[src/sv/dcfd_pkg.sv]
// Shared types and constants for the display command frame decoder.
package dcfd_pkg;

    // One input request: a frame byte and its end marker.
    typedef struct packed {
        logic [7:0] frame_byte;
        logic       last_byte;
    } in_t;

    // One decoded frame.
    typedef struct packed {
        logic [1:0]  status;
        logic [4:0]  command;
        logic [7:0]  param_value;
        logic [15:0] baud_word;
        logic [1:0]  text_start;
        logic [7:0]  text_count;
        logic [7:0]  payload_len;
    } out_t;

    // Frame summary handed from the front end to the decoder.
    typedef struct packed {
        logic [2:0] small_len;   // length, clamped at 7
        logic       too_long;    // length above the maximum
        logic [7:0] pay_len;     // length minus three, saturated
        logic [7:0] txt_len;     // length minus four, saturated
        logic [7:0] first_byte;
        logic [7:0] command_byte;
        logic [7:0] param_byte;
        logic [7:0] high_word_byte;
        logic [7:0] low_word_byte;
        logic [7:0] last_val;
    } frame_t;

    localparam int QUEUE_DEPTH = 2;

    localparam logic [3:0] ROW_RESET = 4'd6;
    localparam logic [3:0] ROW_LIMIT = 4'd8;

    localparam logic [1:0] ST_OK    = 2'd0;
    localparam logic [1:0] ST_FRAME = 2'd1;
    localparam logic [1:0] ST_CMD   = 2'd2;
    localparam logic [1:0] ST_PARAM = 2'd3;

    localparam logic [4:0] CMD_NONE     = 5'd0;
    localparam logic [4:0] CMD_INIT     = 5'd1;
    localparam logic [4:0] CMD_CHECK    = 5'd2;
    localparam logic [4:0] CMD_LINE     = 5'd3;
    localparam logic [4:0] CMD_SCREEN   = 5'd4;
    localparam logic [4:0] CMD_ERASE    = 5'd5;
    localparam logic [4:0] CMD_FIXED    = 5'd6;
    localparam logic [4:0] CMD_VOICE    = 5'd7;
    localparam logic [4:0] CMD_BRIGHT   = 5'd8;
    localparam logic [4:0] CMD_VOLUME   = 5'd9;
    localparam logic [4:0] CMD_COLOR    = 5'd10;
    localparam logic [4:0] CMD_BAUD     = 5'd11;
    localparam logic [4:0] CMD_DOT_SIZE = 5'd12;
    localparam logic [4:0] CMD_FONT     = 5'd13;
    localparam logic [4:0] CMD_PROTO    = 5'd14;
    localparam logic [4:0] CMD_FILL     = 5'd15;
    localparam logic [4:0] CMD_VERSION  = 5'd16;
    localparam logic [4:0] CMD_QUERY    = 5'd17;
    localparam logic [4:0] CMD_CLEAR    = 5'd18;

    localparam logic [7:0] HOST_START  = 8'h0A;
    localparam logic [7:0] HOST_CMD    = 8'h46;
    localparam logic [7:0] HOST_QUERY  = 8'h0A;
    localparam logic [7:0] HOST_CLEAR  = 8'h0D;
    localparam logic [7:0] BRACE_OPEN  = 8'h7B;
    localparam logic [7:0] BRACE_CLOSE = 8'h7D;
    localparam logic [7:0] RAW_BASE    = 8'h40;
    localparam logic [7:0] RAW_DUAL    = 8'h41;
    localparam logic [7:0] RAW_TOP     = 8'h45;
    localparam logic [7:0] CHAR_ZERO   = 8'h30;
    localparam logic [7:0] CHAR_ONE    = 8'h31;
    localparam logic [7:0] CHAR_THREE  = 8'h33;
    localparam logic [7:0] CHAR_FIVE   = 8'h35;
    localparam logic [7:0] CHAR_SEVEN  = 8'h37;
    localparam logic [7:0] CHAR_EIGHT  = 8'h38;
    localparam logic [7:0] CHAR_NINE   = 8'h39;
    localparam logic [15:0] BAUD_LOW   = 16'h2580;
    localparam logic [15:0] BAUD_HIGH  = 16'hC200;
    localparam logic [7:0] FIXED_MIN0  = 8'd11;
    localparam logic [7:0] FIXED_MIN1  = 8'd20;

endpackage

[src/sv/display_command_frame_decoder.sv]
// Top level: display command frame decoder.
// Accepts one frame byte per cycle while the queue is not full, with no gaps between frames.
// out_valid rises once the decoder has loaded the frame's queued summary into the output register.
// Results leave at up to one per cycle; a two-entry queue before the output
// register lets the byte side keep going while the result side stalls.
// Reset clears the byte counter, captured bytes and queue; max_row_reg resets to 6.
module display_command_frame_decoder #(
    parameter int MAX_FRAME_LEN = 256
) (
    input  logic           clk,
    input  logic           rst_n,
    input  logic           cfg_write,
    input  logic [3:0]     cfg_data,
    input  logic           in_valid,
    output logic           in_stall,
    input  dcfd_pkg::in_t  in_data,
    output logic           out_valid,
    input  logic           out_stall,
    output dcfd_pkg::out_t out_data
);

    logic             push, full, q_valid, pop, in_fire;
    dcfd_pkg::frame_t push_data, q_data;

    assign in_stall = full;
    assign in_fire  = in_valid && !in_stall;

    dcfd_front #(
        .MAX_FRAME_LEN(MAX_FRAME_LEN)
    ) u_front (
        .clk       (clk),
        .rst_n     (rst_n),
        .in_data   (in_data),
        .in_fire   (in_fire),
        .push      (push),
        .push_data (push_data)
    );

    dcfd_queue u_queue (
        .clk       (clk),
        .rst_n     (rst_n),
        .push      (push),
        .push_data (push_data),
        .full      (full),
        .q_valid   (q_valid),
        .q_data    (q_data),
        .pop       (pop)
    );

    dcfd_back u_back (
        .clk       (clk),
        .rst_n     (rst_n),
        .cfg_write (cfg_write),
        .cfg_data  (cfg_data),
        .q_valid   (q_valid),
        .q_data    (q_data),
        .pop       (pop),
        .out_valid (out_valid),
        .out_stall (out_stall),
        .out_data  (out_data)
    );

endmodule

[src/sv/dcfd_front.sv]
// Front end: byte counter, header byte capture and frame summary.
module dcfd_front #(
    parameter int MAX_FRAME_LEN = 256
) (
    input  logic            clk,
    input  logic            rst_n,
    input  dcfd_pkg::in_t   in_data,
    input  logic            in_fire,
    output logic            push,
    output dcfd_pkg::frame_t push_data
);

    localparam int CNT_W = $clog2(MAX_FRAME_LEN + 2);
    localparam int EXT_W = CNT_W + 9;
    localparam logic [CNT_W-1:0] MAX_LEN = CNT_W'(MAX_FRAME_LEN);

    logic [CNT_W-1:0] count_reg, count_next;
    logic [7:0] first_reg, first_next;
    logic [7:0] cmd_reg, cmd_next;
    logic [7:0] param_reg, param_next;
    logic [7:0] high_reg, high_next;
    logic [7:0] low_reg, low_next;
    logic [CNT_W-1:0] len;
    logic [EXT_W-1:0] len_ext, diff3, diff4;
    logic [7:0] b;

    always_comb
    begin
        b = in_data.frame_byte;
        len = (count_reg <= MAX_LEN) ? count_reg + CNT_W'(1) : count_reg;
        first_next = (count_reg == CNT_W'(0)) ? b : first_reg;
        cmd_next   = (count_reg == CNT_W'(1)) ? b : cmd_reg;
        param_next = (count_reg == CNT_W'(2)) ? b : param_reg;
        high_next  = (count_reg == CNT_W'(3)) ? b : high_reg;
        low_next   = (count_reg == CNT_W'(4)) ? b : low_reg;
        count_next = len;

        len_ext = EXT_W'(len);
        diff3 = len_ext - EXT_W'(3);
        diff4 = len_ext - EXT_W'(4);

        push_data.small_len = (len > CNT_W'(7)) ? 3'd7 : len[2:0];
        push_data.too_long  = (len > MAX_LEN);
        push_data.pay_len   = (len_ext < EXT_W'(3)) ? 8'd0 :
                              (diff3 > EXT_W'(255)) ? 8'd255 : diff3[7:0];
        push_data.txt_len   = (len_ext < EXT_W'(4)) ? 8'd0 :
                              (diff4 > EXT_W'(255)) ? 8'd255 : diff4[7:0];
        push_data.first_byte     = first_next;
        push_data.command_byte   = cmd_next;
        push_data.param_byte     = param_next;
        push_data.high_word_byte = high_next;
        push_data.low_word_byte  = low_next;
        push_data.last_val       = b;
        push = in_fire && in_data.last_byte;
    end

    always_ff @(posedge clk or negedge rst_n)
    begin
        if (!rst_n)
        begin
            count_reg <= '0;
            first_reg <= '0;
            cmd_reg   <= '0;
            param_reg <= '0;
            high_reg  <= '0;
            low_reg   <= '0;
        end
        else if (in_fire)
        begin
            if (in_data.last_byte)
            begin
                count_reg <= '0;
                first_reg <= '0;
                cmd_reg   <= '0;
                param_reg <= '0;
                high_reg  <= '0;
                low_reg   <= '0;
            end
            else
            begin
                count_reg <= count_next;
                first_reg <= first_next;
                cmd_reg   <= cmd_next;
                param_reg <= param_next;
                high_reg  <= high_next;
                low_reg   <= low_next;
            end
        end
    end

    a_count_cleared: assert property (@(posedge clk) disable iff (!rst_n)
        push |=> (count_reg == '0))
        else $error("byte count not cleared after frame end");

    a_count_bound: assert property (@(posedge clk) disable iff (!rst_n)
        count_reg <= MAX_LEN + CNT_W'(1))
        else $error("byte count past saturation");

endmodule

[src/sv/dcfd_queue.sv]
// Two-entry queue of frame summaries between front end and decoder.
module dcfd_queue (
    input  logic             clk,
    input  logic             rst_n,
    input  logic             push,
    input  dcfd_pkg::frame_t push_data,
    output logic             full,
    output logic             q_valid,
    output dcfd_pkg::frame_t q_data,
    input  logic             pop
);

    localparam int PTR_W = $clog2(dcfd_pkg::QUEUE_DEPTH);
    localparam int CNT_W = $clog2(dcfd_pkg::QUEUE_DEPTH + 1);

    dcfd_pkg::frame_t mem [dcfd_pkg::QUEUE_DEPTH];
    logic [PTR_W-1:0] wr_ptr_reg, rd_ptr_reg;
    logic [CNT_W-1:0] count_reg;

    assign full    = (count_reg == CNT_W'(dcfd_pkg::QUEUE_DEPTH));
    assign q_valid = (count_reg != '0);
    assign q_data  = mem[rd_ptr_reg];

    always_ff @(posedge clk)
    begin
        if (push)
        begin
            mem[wr_ptr_reg] <= push_data;
        end
    end

    always_ff @(posedge clk or negedge rst_n)
    begin
        if (!rst_n)
        begin
            wr_ptr_reg <= '0;
            rd_ptr_reg <= '0;
            count_reg  <= '0;
        end
        else
        begin
            if (push)
            begin
                wr_ptr_reg <= (wr_ptr_reg == PTR_W'(dcfd_pkg::QUEUE_DEPTH - 1)) ?
                              '0 : wr_ptr_reg + PTR_W'(1);
            end
            if (pop)
            begin
                rd_ptr_reg <= (rd_ptr_reg == PTR_W'(dcfd_pkg::QUEUE_DEPTH - 1)) ?
                              '0 : rd_ptr_reg + PTR_W'(1);
            end
            if (push && !pop)
            begin
                count_reg <= count_reg + CNT_W'(1);
            end
            else if (pop && !push)
            begin
                count_reg <= count_reg - CNT_W'(1);
            end
        end
    end

    a_no_overflow: assert property (@(posedge clk) disable iff (!rst_n)
        push |-> !full)
        else $error("queue written while full");

    a_no_underflow: assert property (@(posedge clk) disable iff (!rst_n)
        pop |-> q_valid)
        else $error("queue read while empty");

endmodule

[src/sv/dcfd_back.sv]
// Decoder: turns a frame summary into a result and holds it for the output.
module dcfd_back (
    input  logic             clk,
    input  logic             rst_n,
    input  logic             cfg_write,
    input  logic [3:0]       cfg_data,
    input  logic             q_valid,
    input  dcfd_pkg::frame_t q_data,
    output logic             pop,
    output logic             out_valid,
    input  logic             out_stall,
    output dcfd_pkg::out_t   out_data
);

    logic [3:0] max_row_reg;
    logic       out_valid_reg;
    dcfd_pkg::out_t out_reg, res;
    logic [4:0] code;
    logic [3:0] row_max;
    logic [7:0] p, digit;
    logic [2:0] sl;

    function automatic logic [4:0] code_of(input logic [7:0] c);
        logic [4:0] v;
        if (c >= dcfd_pkg::CHAR_ONE && c <= dcfd_pkg::CHAR_NINE)
            v = 5'(c - dcfd_pkg::CHAR_ZERO);
        else if (c == dcfd_pkg::RAW_DUAL)
            v = dcfd_pkg::CMD_COLOR;
        else if (c >= dcfd_pkg::RAW_BASE && c <= dcfd_pkg::RAW_TOP)
            v = dcfd_pkg::CMD_BAUD + 5'(c - dcfd_pkg::RAW_BASE);
        else
            v = dcfd_pkg::CMD_NONE;
        return v;
    endfunction

    always_comb
    begin
        res = '0;
        p = q_data.param_byte;
        digit = p - dcfd_pkg::CHAR_ZERO;
        sl = q_data.small_len;
        code = code_of(q_data.command_byte);
        row_max = (max_row_reg > dcfd_pkg::ROW_LIMIT) ? dcfd_pkg::ROW_LIMIT : max_row_reg;

        if (sl < 3'd3 || q_data.too_long)
        begin
            res.status = dcfd_pkg::ST_FRAME;
        end
        else if (q_data.first_byte == dcfd_pkg::HOST_START)
        begin
            if (sl != 3'd3)
                res.status = dcfd_pkg::ST_FRAME;
            else if (q_data.command_byte == dcfd_pkg::HOST_CMD && p == dcfd_pkg::HOST_QUERY)
                res.command = dcfd_pkg::CMD_QUERY;
            else if (q_data.command_byte == dcfd_pkg::HOST_CMD && p == dcfd_pkg::HOST_CLEAR)
                res.command = dcfd_pkg::CMD_CLEAR;
            else
                res.status = dcfd_pkg::ST_CMD;
        end
        else if (q_data.first_byte != dcfd_pkg::BRACE_OPEN ||
                 q_data.last_val != dcfd_pkg::BRACE_CLOSE)
        begin
            res.status = dcfd_pkg::ST_FRAME;
        end
        else if (code == dcfd_pkg::CMD_NONE)
        begin
            res.status = dcfd_pkg::ST_CMD;
        end
        else
        begin
            res.command = code;
            res.payload_len = q_data.pay_len;
            if (q_data.command_byte == dcfd_pkg::RAW_DUAL)
            begin
                // 0x41 means dot size in a 4-byte frame, color in a 5-byte one
                if (sl == 3'd4)
                begin
                    res.command = dcfd_pkg::CMD_DOT_SIZE;
                    res.param_value = p;
                    res.status = (p <= 8'd2) ? dcfd_pkg::ST_OK : dcfd_pkg::ST_PARAM;
                end
                else if (sl == 3'd5)
                begin
                    res.param_value = digit;
                    res.status = (p >= dcfd_pkg::CHAR_ONE && p <= dcfd_pkg::CHAR_THREE) ?
                                 dcfd_pkg::ST_OK : dcfd_pkg::ST_PARAM;
                end
                else
                begin
                    res.status = dcfd_pkg::ST_FRAME;
                end
            end
            else
            begin
                unique case (code)
                    dcfd_pkg::CMD_BAUD:
                    begin
                        if (sl != 3'd6)
                            res.status = dcfd_pkg::ST_FRAME;
                        else
                        begin
                            res.param_value = p;
                            res.baud_word = {q_data.high_word_byte, q_data.low_word_byte};
                            res.status = (p > 8'd1 ||
                                          (res.baud_word != dcfd_pkg::BAUD_LOW &&
                                           res.baud_word != dcfd_pkg::BAUD_HIGH)) ?
                                         dcfd_pkg::ST_PARAM : dcfd_pkg::ST_OK;
                        end
                    end
                    dcfd_pkg::CMD_FONT, dcfd_pkg::CMD_PROTO, dcfd_pkg::CMD_FILL:
                    begin
                        if (sl != 3'd4)
                            res.status = dcfd_pkg::ST_FRAME;
                        else
                        begin
                            res.param_value = p;
                            res.status = (p <= ((code == dcfd_pkg::CMD_FONT) ? 8'd3 : 8'd2)) ?
                                         dcfd_pkg::ST_OK : dcfd_pkg::ST_PARAM;
                        end
                    end
                    dcfd_pkg::CMD_VERSION:
                    begin
                        res.status = (sl == 3'd3) ? dcfd_pkg::ST_OK : dcfd_pkg::ST_FRAME;
                    end
                    dcfd_pkg::CMD_INIT, dcfd_pkg::CMD_CHECK, dcfd_pkg::CMD_ERASE:
                    begin
                        res.status = (sl == 3'd3 || sl == 3'd4) ?
                                     dcfd_pkg::ST_OK : dcfd_pkg::ST_PARAM;
                    end
                    dcfd_pkg::CMD_LINE:
                    begin
                        if (sl < 3'd4 || p < dcfd_pkg::CHAR_ONE ||
                            p > dcfd_pkg::CHAR_ZERO + {4'd0, row_max})
                            res.status = dcfd_pkg::ST_PARAM;
                        else
                        begin
                            res.param_value = p - dcfd_pkg::CHAR_ONE;
                            res.text_start = 2'd3;
                            res.text_count = q_data.txt_len;
                        end
                    end
                    dcfd_pkg::CMD_SCREEN:
                    begin
                        res.text_start = 2'd2;
                        res.text_count = q_data.pay_len;
                    end
                    dcfd_pkg::CMD_FIXED:
                    begin
                        if (sl < 3'd4)
                            res.status = dcfd_pkg::ST_PARAM;
                        else
                        begin
                            res.param_value = digit;
                            if (digit > 8'd1)
                                res.status = dcfd_pkg::ST_PARAM;
                            else
                            begin
                                res.text_start = 2'd3;
                                res.text_count = q_data.txt_len;
                                res.status = (q_data.txt_len < ((digit == 8'd0) ?
                                              dcfd_pkg::FIXED_MIN0 : dcfd_pkg::FIXED_MIN1)) ?
                                             dcfd_pkg::ST_PARAM : dcfd_pkg::ST_OK;
                            end
                        end
                    end
                    dcfd_pkg::CMD_VOICE:
                    begin
                        if (sl < 3'd4)
                            res.status = dcfd_pkg::ST_PARAM;
                        else if (p >= dcfd_pkg::CHAR_ZERO && p <= dcfd_pkg::CHAR_SEVEN)
                            res.param_value = digit;
                        else if (p == dcfd_pkg::CHAR_EIGHT)
                        begin
                            // voice 8 carries text to speak
                            res.param_value = 8'd8;
                            res.text_start = 2'd3;
                            res.text_count = q_data.txt_len;
                            res.status = (sl > 3'd4) ? dcfd_pkg::ST_OK : dcfd_pkg::ST_PARAM;
                        end
                        else
                            res.status = dcfd_pkg::ST_PARAM;
                    end
                    dcfd_pkg::CMD_BRIGHT:
                    begin
                        if (sl < 3'd4)
                            res.status = dcfd_pkg::ST_PARAM;
                        else if (p <= 8'd8)
                            res.param_value = p;
                        else if (p >= dcfd_pkg::CHAR_ZERO && p <= dcfd_pkg::CHAR_EIGHT)
                            res.param_value = digit;
                        else
                            res.status = dcfd_pkg::ST_PARAM;
                    end
                    dcfd_pkg::CMD_VOLUME:
                    begin
                        if (sl < 3'd4)
                            res.status = dcfd_pkg::ST_PARAM;
                        else
                        begin
                            res.param_value = digit;
                            res.status = (p >= dcfd_pkg::CHAR_ONE && p <= dcfd_pkg::CHAR_FIVE) ?
                                         dcfd_pkg::ST_OK : dcfd_pkg::ST_PARAM;
                        end
                    end
                    default:
                    begin
                        res.status = dcfd_pkg::ST_CMD;
                    end
                endcase
            end
        end
    end

    assign pop       = q_valid && (!out_valid_reg || !out_stall);
    assign out_valid = out_valid_reg;
    assign out_data  = out_reg;

    always_ff @(posedge clk)
    begin
        if (pop)
        begin
            out_reg <= res;
        end
    end

    always_ff @(posedge clk or negedge rst_n)
    begin
        if (!rst_n)
        begin
            out_valid_reg <= 1'b0;
            max_row_reg   <= dcfd_pkg::ROW_RESET;
        end
        else
        begin
            if (cfg_write)
            begin
                max_row_reg <= cfg_data;
            end
            if (pop)
            begin
                out_valid_reg <= 1'b1;
            end
            else if (!out_stall)
            begin
                out_valid_reg <= 1'b0;
            end
        end
    end

    a_pop_loads: assert property (@(posedge clk) disable iff (!rst_n)
        pop |=> out_valid_reg)
        else $error("decoded request not presented");

endmodule

[config.mk]
export PLATFORM = sky130hd
export DESIGN_NAME = display_command_frame_decoder
export DESIGN_NICKNAME = d
export VERILOG_FILES = /design/src/sv/dcfd_pkg.sv /design/src/sv/display_command_frame_decoder.sv /design/src/sv/dcfd_front.sv /design/src/sv/dcfd_queue.sv /design/src/sv/dcfd_back.sv
export SDC_FILE = /design/constraint.sdc
export NUM_CORES = 1
export LEC_CHECK = 0
export BUFFER_PORTS_ARGS = -buffer_cell sky130_fd_sc_hd__buf_2
export CAP_MARGIN = 20
export CORE_MARGIN = 3
export CORE_UTILIZATION = 55
export CTS_CLUSTER_DIAMETER = 80
export CTS_CLUSTER_SIZE = 24
export DETAILED_ROUTE_END_ITERATION = 12
export GPL_TIMING_DRIVEN = 0
export HOLD_SLACK_MARGIN = 0.1
export PLACE_DENSITY_LB_ADDON = 0.05
export SETUP_SLACK_MARGIN = 0.2
export SLEW_MARGIN = 20
export SYNTH_ARGS = -nofsm -noshare
export SYNTH_HDL_FRONTEND = slang
export SYNTH_SLANG_ARGS = --single-unit
[constraint.sdc]
create_clock -name clk -period 6 [get_ports clk]
set_input_delay 0.3 -clock clk [delete_from_list [all_inputs] [get_ports clk]]
set_output_delay 0.3 -clock clk [all_outputs]
set_load 0.01 [all_outputs]
==> results of run 1 <==
-- what timing repair did --
item,in CTS,in global routing
endpoints found under the hold margin,63,0
endpoints found under the setup margin,2,2
hold buffers,8,0
resized for setup,2,3
-- cells by family (layout without fill, tap and decap cells) --
logic type,Yosys count,in the layout,synth area share
AO/OA/AOI/OAI,215,215,0.1324
XOR/XNOR,22,22,0.01595
adder cells (fa/ha/maj),31,31,0.03200
buffers and inverters,65,173,0.02558
flip-flops,243,243,0.5801
multiplexers,93,93,0.08294
AND/OR/NAND/NOR,280,280,0.1310
-- layer usage --
| layer | vias up | part of all wire | global-route usage |
|---|---|---|---|
| met2 | 262 | 0.48 | 0.3819 |
| met5 | - | 0 | 0 |
| li1 | 3838 | - | - |
| met1 | 3987 | 0.45 | 0.3348 |
| met3 | 39 | 0.059 | 0.03609 |
| met4 | 0 | 0.017 | 0.04626 |
-- report_power, final --
| group | total (mW) | internal [mW] | switching [mW] |
|---|---|---|---|
| sequential | 2.52 | 2.37 | 0.155 |
| clock | 1.05 | 0.486 | 0.559 |
| combinational | 2.27 | 0.852 | 1.42 |
-- layout by cell type, fill, tap and decap left out, drive strengths merged, types with 5 or more instances in the layout --
master / count
o211ai: 5
nor2b: 8
dlygate4sd3: 8
nand4b: 5
dfrtp: 56
a21oi: 52
nor4b: 5
o22ai: 12
xor2: 11
buf: 95
nor3: 17
nor2: 77
mux2i: 39
a31oi: 7
nor4: 13
or3: 7
nand4: 9
inv: 32
a32o: 6
o21ai: 36
mux2: 54
nand2: 68
a22o: 41
or2: 7
clkbuf: 35
ha: 30
nand3: 28
xnor2: 11
nand2b: 9
edfxtp: 185
or4: 5
and2: 7
-- layout make-up --
cell class	count	area, sq um
Fill cell	1636	7787
Sequential cell	243	7009
Multi-Input combinational cell	641	4803
Timing Repair Buffer	82	573.1
Clock buffer	20	394.1
Tap cell	275	344.1
Buffer	36	200.2
Inverter	29	108.9
Clock inverter	6	66.31
-- stage by stage --
| stage | area [sq um] | worst slack [ns] | power (mW) |
|---|---|---|---|
| 2_1_floorplan | 12080 | 1.774 | 4.116 |
| 3_3_place_gp | 12770 | 0.07086 | 4.728 |
| 3_5_place_dp | 12930 | 0.03685 | 4.795 |
| 4_1_cts | 13480 | 0.3988 | 5.852 |
| 5_1_grt | 13500 | 0.1998 | 6.186 |
| 6_report | 13500 | 0.5217 | 5.835 |
-- worst paths after layout --
kind / startpoint / end / slack (ns) / cells past startpoint
max in group asynchronous: rst_n / u_front.first_reg[3] / 5.32 / 3
hold reg to reg: u_front.first_reg[4] / u_front.first_reg[4] / 0.51 / 1
setup / recovery: u_queue.rd_ptr_reg / u_back.out_data[48] / 0.52 / 19
hold / removal: cfg_write / u_back.max_row_reg[2] / 0.14 / 2
setup reg to reg: u_queue.rd_ptr_reg / u_back.out_data[48] / 0.52 / 19
min in group asynchronous: rst_n / u_front.cmd_reg[4] / 0.19 / 2
-- worst reg2reg max path, stage by stage (launching register included) --
cell and delay (ns):
dfrtp_1 0.44, buf_6 0.17, buf_4 0.18, buf_4 0.22, buf_2 0.33, buf_2 0.41
mux2i_2 0.48, inv_1 0.13, ha_1 0.30, inv_1 0.18, nor2_1 0.09, nor4_2 0.42
ha_1 0.32, a21o_1 0.18, a21oi_1 0.14, nor2b_1 0.07, o41ai_1 0.69, a311o_1 0.31
nand4bb_1 0.13, o2bb2ai_1 0.12
==> summary.md, run 1 <==
| Metric | Value |
|---|---|
| Status | complete, no violations |
| Post-synthesis cell area | 12080 sq um |
| Number of flops mapped to enable cells by yosys | 185 |
| CTS Sinks | 243 |
| I/O Buffers | 68 |
| Crit path kind | register to register |
| Die Wd | 154.2 microns |
| H-tree depth | 1 |
| Final TNS setup | 0 ns |
| Most common cell in the synthesized netlist | edfxtp_1 |
| Row cnt | 53 |
| Vias | 8126 |
| Pwr/cell area | 432.2 nW/um^2 |
| Largest register FFs | 136 |
| Final Hold Fails | 0 |
| WP buf/inv | 7 |
| Synthesized area per cell | 12.73 sq um |
| Placed Cells | 1298 |
| Total DRC errors in the routed layout | 0 |
| Post-route insts no fill | 1332 |
| Die H | 154.2 microns |
| Worst stage delay on the critical path | 0.69 ns |
| Postcts setup bufs | 0 |
| Crit path capture type | register |
| Main flop type after synthesis | edfxtp_1 |
| Max clock buf depth | 3 |
| Die area | 23780 sq um |
| CP Max Fanout | 10 |
| Worst path cell trace | buf_6 > buf_4 > buf_4 > buf_2 > buf_2 > mux2i_2 > inv_1 > ha_1 > inv_1 > nor2_1 > nor4_2 > ha_1 > a21o_1 > a21oi_1 > nor2b_1 > o41ai_1 > a311o_1 > nand4bb_1 > o2bb2ai_1 |
| Pin count of the biggest net entering global routing | 51 |
| Clock Skew | 0.03310 ns |
| Worst relative slew slack | 0.2652 |
| Core Region | 21290 sq um |
| CTS tree | built |
| Post-route ant nets | 0 |
| First-pass GRT wire length | 44620 microns |
| Layout Nets | 1096 |
| Syn Nets | 997 |
| Delay-heaviest family, CP | buffers and inverters |
| Type of origin of the critical path | register |
| Initial antenna violation count | 0 |
| Slew Limit Fails | 0 |
| Final Cycle Share | 0.9130 |
| Share of layout cells above drive strength 1 | 0.2100 |
| TritonRoute pass-1 iters | 5 |
| Achievable frequency | 182.5 MHz |
| Post-layout util | 0.6342 |
| Area growth syn-to-layout | 11.72% |
| Worst-path clk slew | 0.08 ns |
| RSZ-0062 raised after global routing | false |
| Largest vdd supply drop | 0.3572 mV |
| Iter 0 DRT Violations | 625 |
| Distinct cells, synth | 104 |
| Vias in the first global route | 8055 |
| Initial core utilization | 0.5676 |
| Hold_ws | 0.1395 ns |
| Asr flop ratio synth | 0.2387 |
| N_diodes | 0 |
| Sequential area share after synthesis | 0.5801 |
| Min Tclk post-route | 5.478 ns |
| Max cap viols | 0 |
| Setup violations, final | 0 |
| Clock buffer count from CTS | 15 |
| FF+latch count, synth | 243 |
| CP max stage cell | o41ai_1 |
| DR WL/cell | 20.56 microns |
| Grt total ovfl | 0 |
| Total Wirelength | 27380 microns |
| Synth area leader | edfxtp_1 |
| Worst Tran Pin Value | 1.102 ns |
| Vias per inst | 6.101 |
| Worst hold path type | input pin to register |
| YS warnings | 0 |
| Io pins | 69 |
| Clk Latency, worst-skew pair | 0.50 ns |
| Placer Congestion | 0.9601 |
| Post-DP HPWL | 20120 microns |
| Root Buffer | clkbuf_16 |
| Most instantiated cells after synthesis | edfxtp_1, nand2_1, nor2_1 |
| Worst EP arrival | 5.80 ns |
| Req. time, crit path | 6.32 ns |
| Ranking of synthesized cells by area | edfxtp_1, dfrtp_1, mux2_2 |
| Top cell type's share of synthesized area | 0.4598 |
| GR Util All Layers | 0.2327 |
| Cell count after synthesis | 949 |
| Leakage | 5.210 nW |
Note: power is estimated with default switching activity, not from simulation.
==> inputs of run 2 (changes only) <==
==> constraint.sdc (replaced) <==
create_clock -name clk -period 6 [get_ports clk]
set_input_delay 0.6 -clock clk [delete_from_list [all_inputs] [get_ports clk]]
set_output_delay 0.6 -clock clk [all_outputs]
set_load 0.01 [all_outputs]
==> summary.md, run 2 (synthesis gave the netlist of run 1 again) <==
| Metric | Value |
|---|---|
| Status | complete, no violations |
| Hold path start | out_stall |
| Post-DP HPWL | 20120 microns (unchanged) |
| Clock buffer count from CTS | 15 (unchanged) |
| Share of layout cells above drive strength 1 | 0.2114 (+0.001400) |
| Max clock buf depth | 3 (unchanged) |
| Die H | 154.2 microns (unchanged) |
| Layout Nets | 1089 (-0.64%) |
| Die area | 23780 sq um (unchanged) |
| Initial core utilization | 0.5676 (unchanged) |
| H-tree depth | 1 (unchanged) |
| Largest register FFs | 136 (unchanged) |
| Post-route insts no fill | 1325 (-0.53%) |
| Crit path capture type | register |
| Worst slack, placed | 0.03685 ns (unchanged) |
| CP Max Fanout | 10 (unchanged) |
| First-pass GRT wire length | 44480 microns (-0.31%) |
| Grt total ovfl | 0 (unchanged) |
| N_diodes | 0 (unchanged) |
| Flop2flop setup slack | 0.52 ns (about the same) |
| CTS Sinks | 243 (unchanged) |
| Max cap viols | 0 (unchanged) |
| Final Cycle Share | 0.9126 (about the same) |
| Clk pwr share | 0.180 (about the same) |
| GR Util All Layers | 0.2320 (-0.0007252) |
| I/O Buffers | 68 (unchanged) |
| Row cnt | 53 (unchanged) |
| RR Startpoint | u_queue.rd_ptr_reg |
| Comb pwr share | 0.388 (about the same) |
| Total Wirelength | 27340 microns (-0.15%) |
| Global Route met2 Usage | 0.3798 (-0.002080) |
| DR WL/cell | 20.63 microns (+0.38%) |
| Reg2reg end | u_back.out_data[48] |
| Iter 0 DRT Violations | 577 (-7.7%) |
| CTS tree | built |
| Most common cell after layout, fill and taps aside | edfxtp_1 |
| Vias | 8105 (-0.26%) |
| Postcts setup bufs | 0 (unchanged) |
| Achievable frequency | 182.6 MHz (about the same) |
| Worst relative slew slack | 0.2076 (-0.05759) |
| Pwr/cell area | 434.1 nW/um^2 (+0.43%) |
| Vias in the first global route | 8019 (-0.45%) |
| Worst Tran Pin Value | 1.189 ns (+0.08639 ns) |
| Largest vdd supply drop | 0.3574 mV (about the same) |
| Min Tclk post-route | 5.476 ns (-0.002506 ns) |
| Root Buffer | clkbuf_16 |
| M1 GR Usage | 0.3345 (-0.0003771) |
| Sw Share | 0.3652 (about the same) |
| Pin count of the biggest net entering global routing | 51 (unchanged) |
| Setup violations, final | 0 (unchanged) |
| Io pins | 69 (unchanged) |
| Clock Skew | 0.03685 ns (+0.003755 ns) |
| Reg2Reg Depth | 19 (unchanged) |
| Most frequent cells in the layout | edfxtp_1, buf_2, nand2_1 |
| Clk Latency, worst-skew pair | 0.51 ns (about the same) |
| Initial antenna violation count | 0 (unchanged) |
| Worst EP arrival | 5.80 ns (about the same) |
| Post-route ant nets | 0 (unchanged) |
| Slew Limit Fails | 0 (unchanged) |
| Vias per inst | 6.117 (+0.27%) |
| Req. time, crit path | 6.32 ns (about the same) |
| Core Region | 21290 sq um (unchanged) |
| Final TNS setup | 0 ns (unchanged) |
| TritonRoute pass-1 iters | 5 (unchanged) |
| Final Hold Fails | 0 (unchanged) |
| Worst hold path type | input pin to register |
| Met3 usage | 0.03609 (unchanged) |
| GR peak layer | met2 |
| Placer Congestion | 0.9601 (unchanged) |
| Crit path kind | register to register |
| Leakage | 5.182 nW (-0.54%) |
| Placed Cells | 1298 (unchanged) |
| Worst hold endpoint | u_back.out_valid |
| Area growth syn-to-layout | 11.14% |
| Die Wd | 154.2 microns (unchanged) |
| P_int | 3.701 mW (about the same) |
| Worst-path clk slew | 0.10 ns (+0.02 ns) |
| Final WS setup | 0.5242 ns (+0.002506 ns) |
| RSZ-0062 raised after global routing | false |
| Type of origin of the critical path | register |
| Reg power frac | 0.432 (about the same) |
| NetSw | 2.129 mW (about the same) |
| Total DRC errors in the routed layout | 0 (unchanged) |
| Worst hold stages | 3 (+1) |
run 2: changes by cell type in the layout (fill, tap and decap cells not counted), sizes merged:
cell         before  now
dlygate4sd3       8    1
run 2: critical path, cell delays in order (launching register included):
cell and delay (ns):
dfrtp_1 0.44, buf_6 0.17, buf_4 0.18, buf_4 0.22, buf_2 0.33, buf_2 0.42
mux2i_2 0.48, inv_1 0.13, ha_1 0.30, inv_1 0.18, nor2_1 0.09, nor4_2 0.42
ha_1 0.32, a21o_1 0.18, a21oi_1 0.14, nor2b_1 0.07, o41ai_1 0.66, a311o_1 0.31
nand4bb_1 0.13, o2bb2ai_1 0.12
run 2: per-stage QoR:
step                instance area, sq um  hold WS, ns    util  total power, mW
finish                             13430       0.3177  0.6309            5.829
global route                       13430       0.3147  0.6309            6.181
CTS                                13410       0.3028  0.6301            5.848
detailed placement                 12930       0.4564  0.6075            4.795
global placement                   12770       0.4759  0.5998            4.728
floorplan                          12080       0.3044       -            4.116
run 2: area by class of cell:
type                            instances  area, sq um
Clock buffer                           20        394.1
Tap cell                              275        344.1
Timing Repair Buffer                   75        503.0
Sequential cell                       243         7009
Buffer                                 36        200.2
Fill cell                            1645         7858
Multi-Input combinational cell        641         4803
Inverter                               29        108.9
Clock inverter                          6        66.31
run 2: per-layer routing:
layer,vias to the layer above,share of wire
met5,-,0
met4,0,0.017
met3,34,0.054
met2,230,0.48
met1,4004,0.45
li1,3837,-
run 2: how the worst max path moves through the flow:
stage	depth (start not counted)	startpoint	slack [ns]	end
6_report	19	u_queue.rd_ptr_reg	0.52	u_back.out_data[48]
5_1_grt	20	u_queue.rd_ptr_reg	0.20	u_back.out_data[48]
4_1_cts	19	u_queue.rd_ptr_reg	0.40	u_back.out_data[48]
3_5_place_dp	18	u_queue.rd_ptr_reg	0.04	u_back.out_data[48]
3_3_place_gp	4	in_valid	-0.02	u_queue.mem[0][61]
2_1_floorplan	19	u_queue.rd_ptr_reg	1.77	u_back.out_data[48]
run 2: power by group through the flow:
| stage | clock, mW | sequential, mW | combinational (mW) |
|---|---|---|---|
| finish | 1.05 | 2.52 | 2.26 |
| global route | 1.13 | 2.56 | 2.49 |
| CTS | 1.07 | 2.52 | 2.26 |
| detailed placement | 0 | 2.56 | 2.24 |
| global placement | 0 | 2.57 | 2.16 |
| floorplan | 0 | 2.60 | 1.52 |
run 2: repair_timing:
action,CTS,global route
resized for setup,2,3
endpoints found under the setup margin,2,2
hold buffers,1,0
endpoints found under the hold margin,6,0
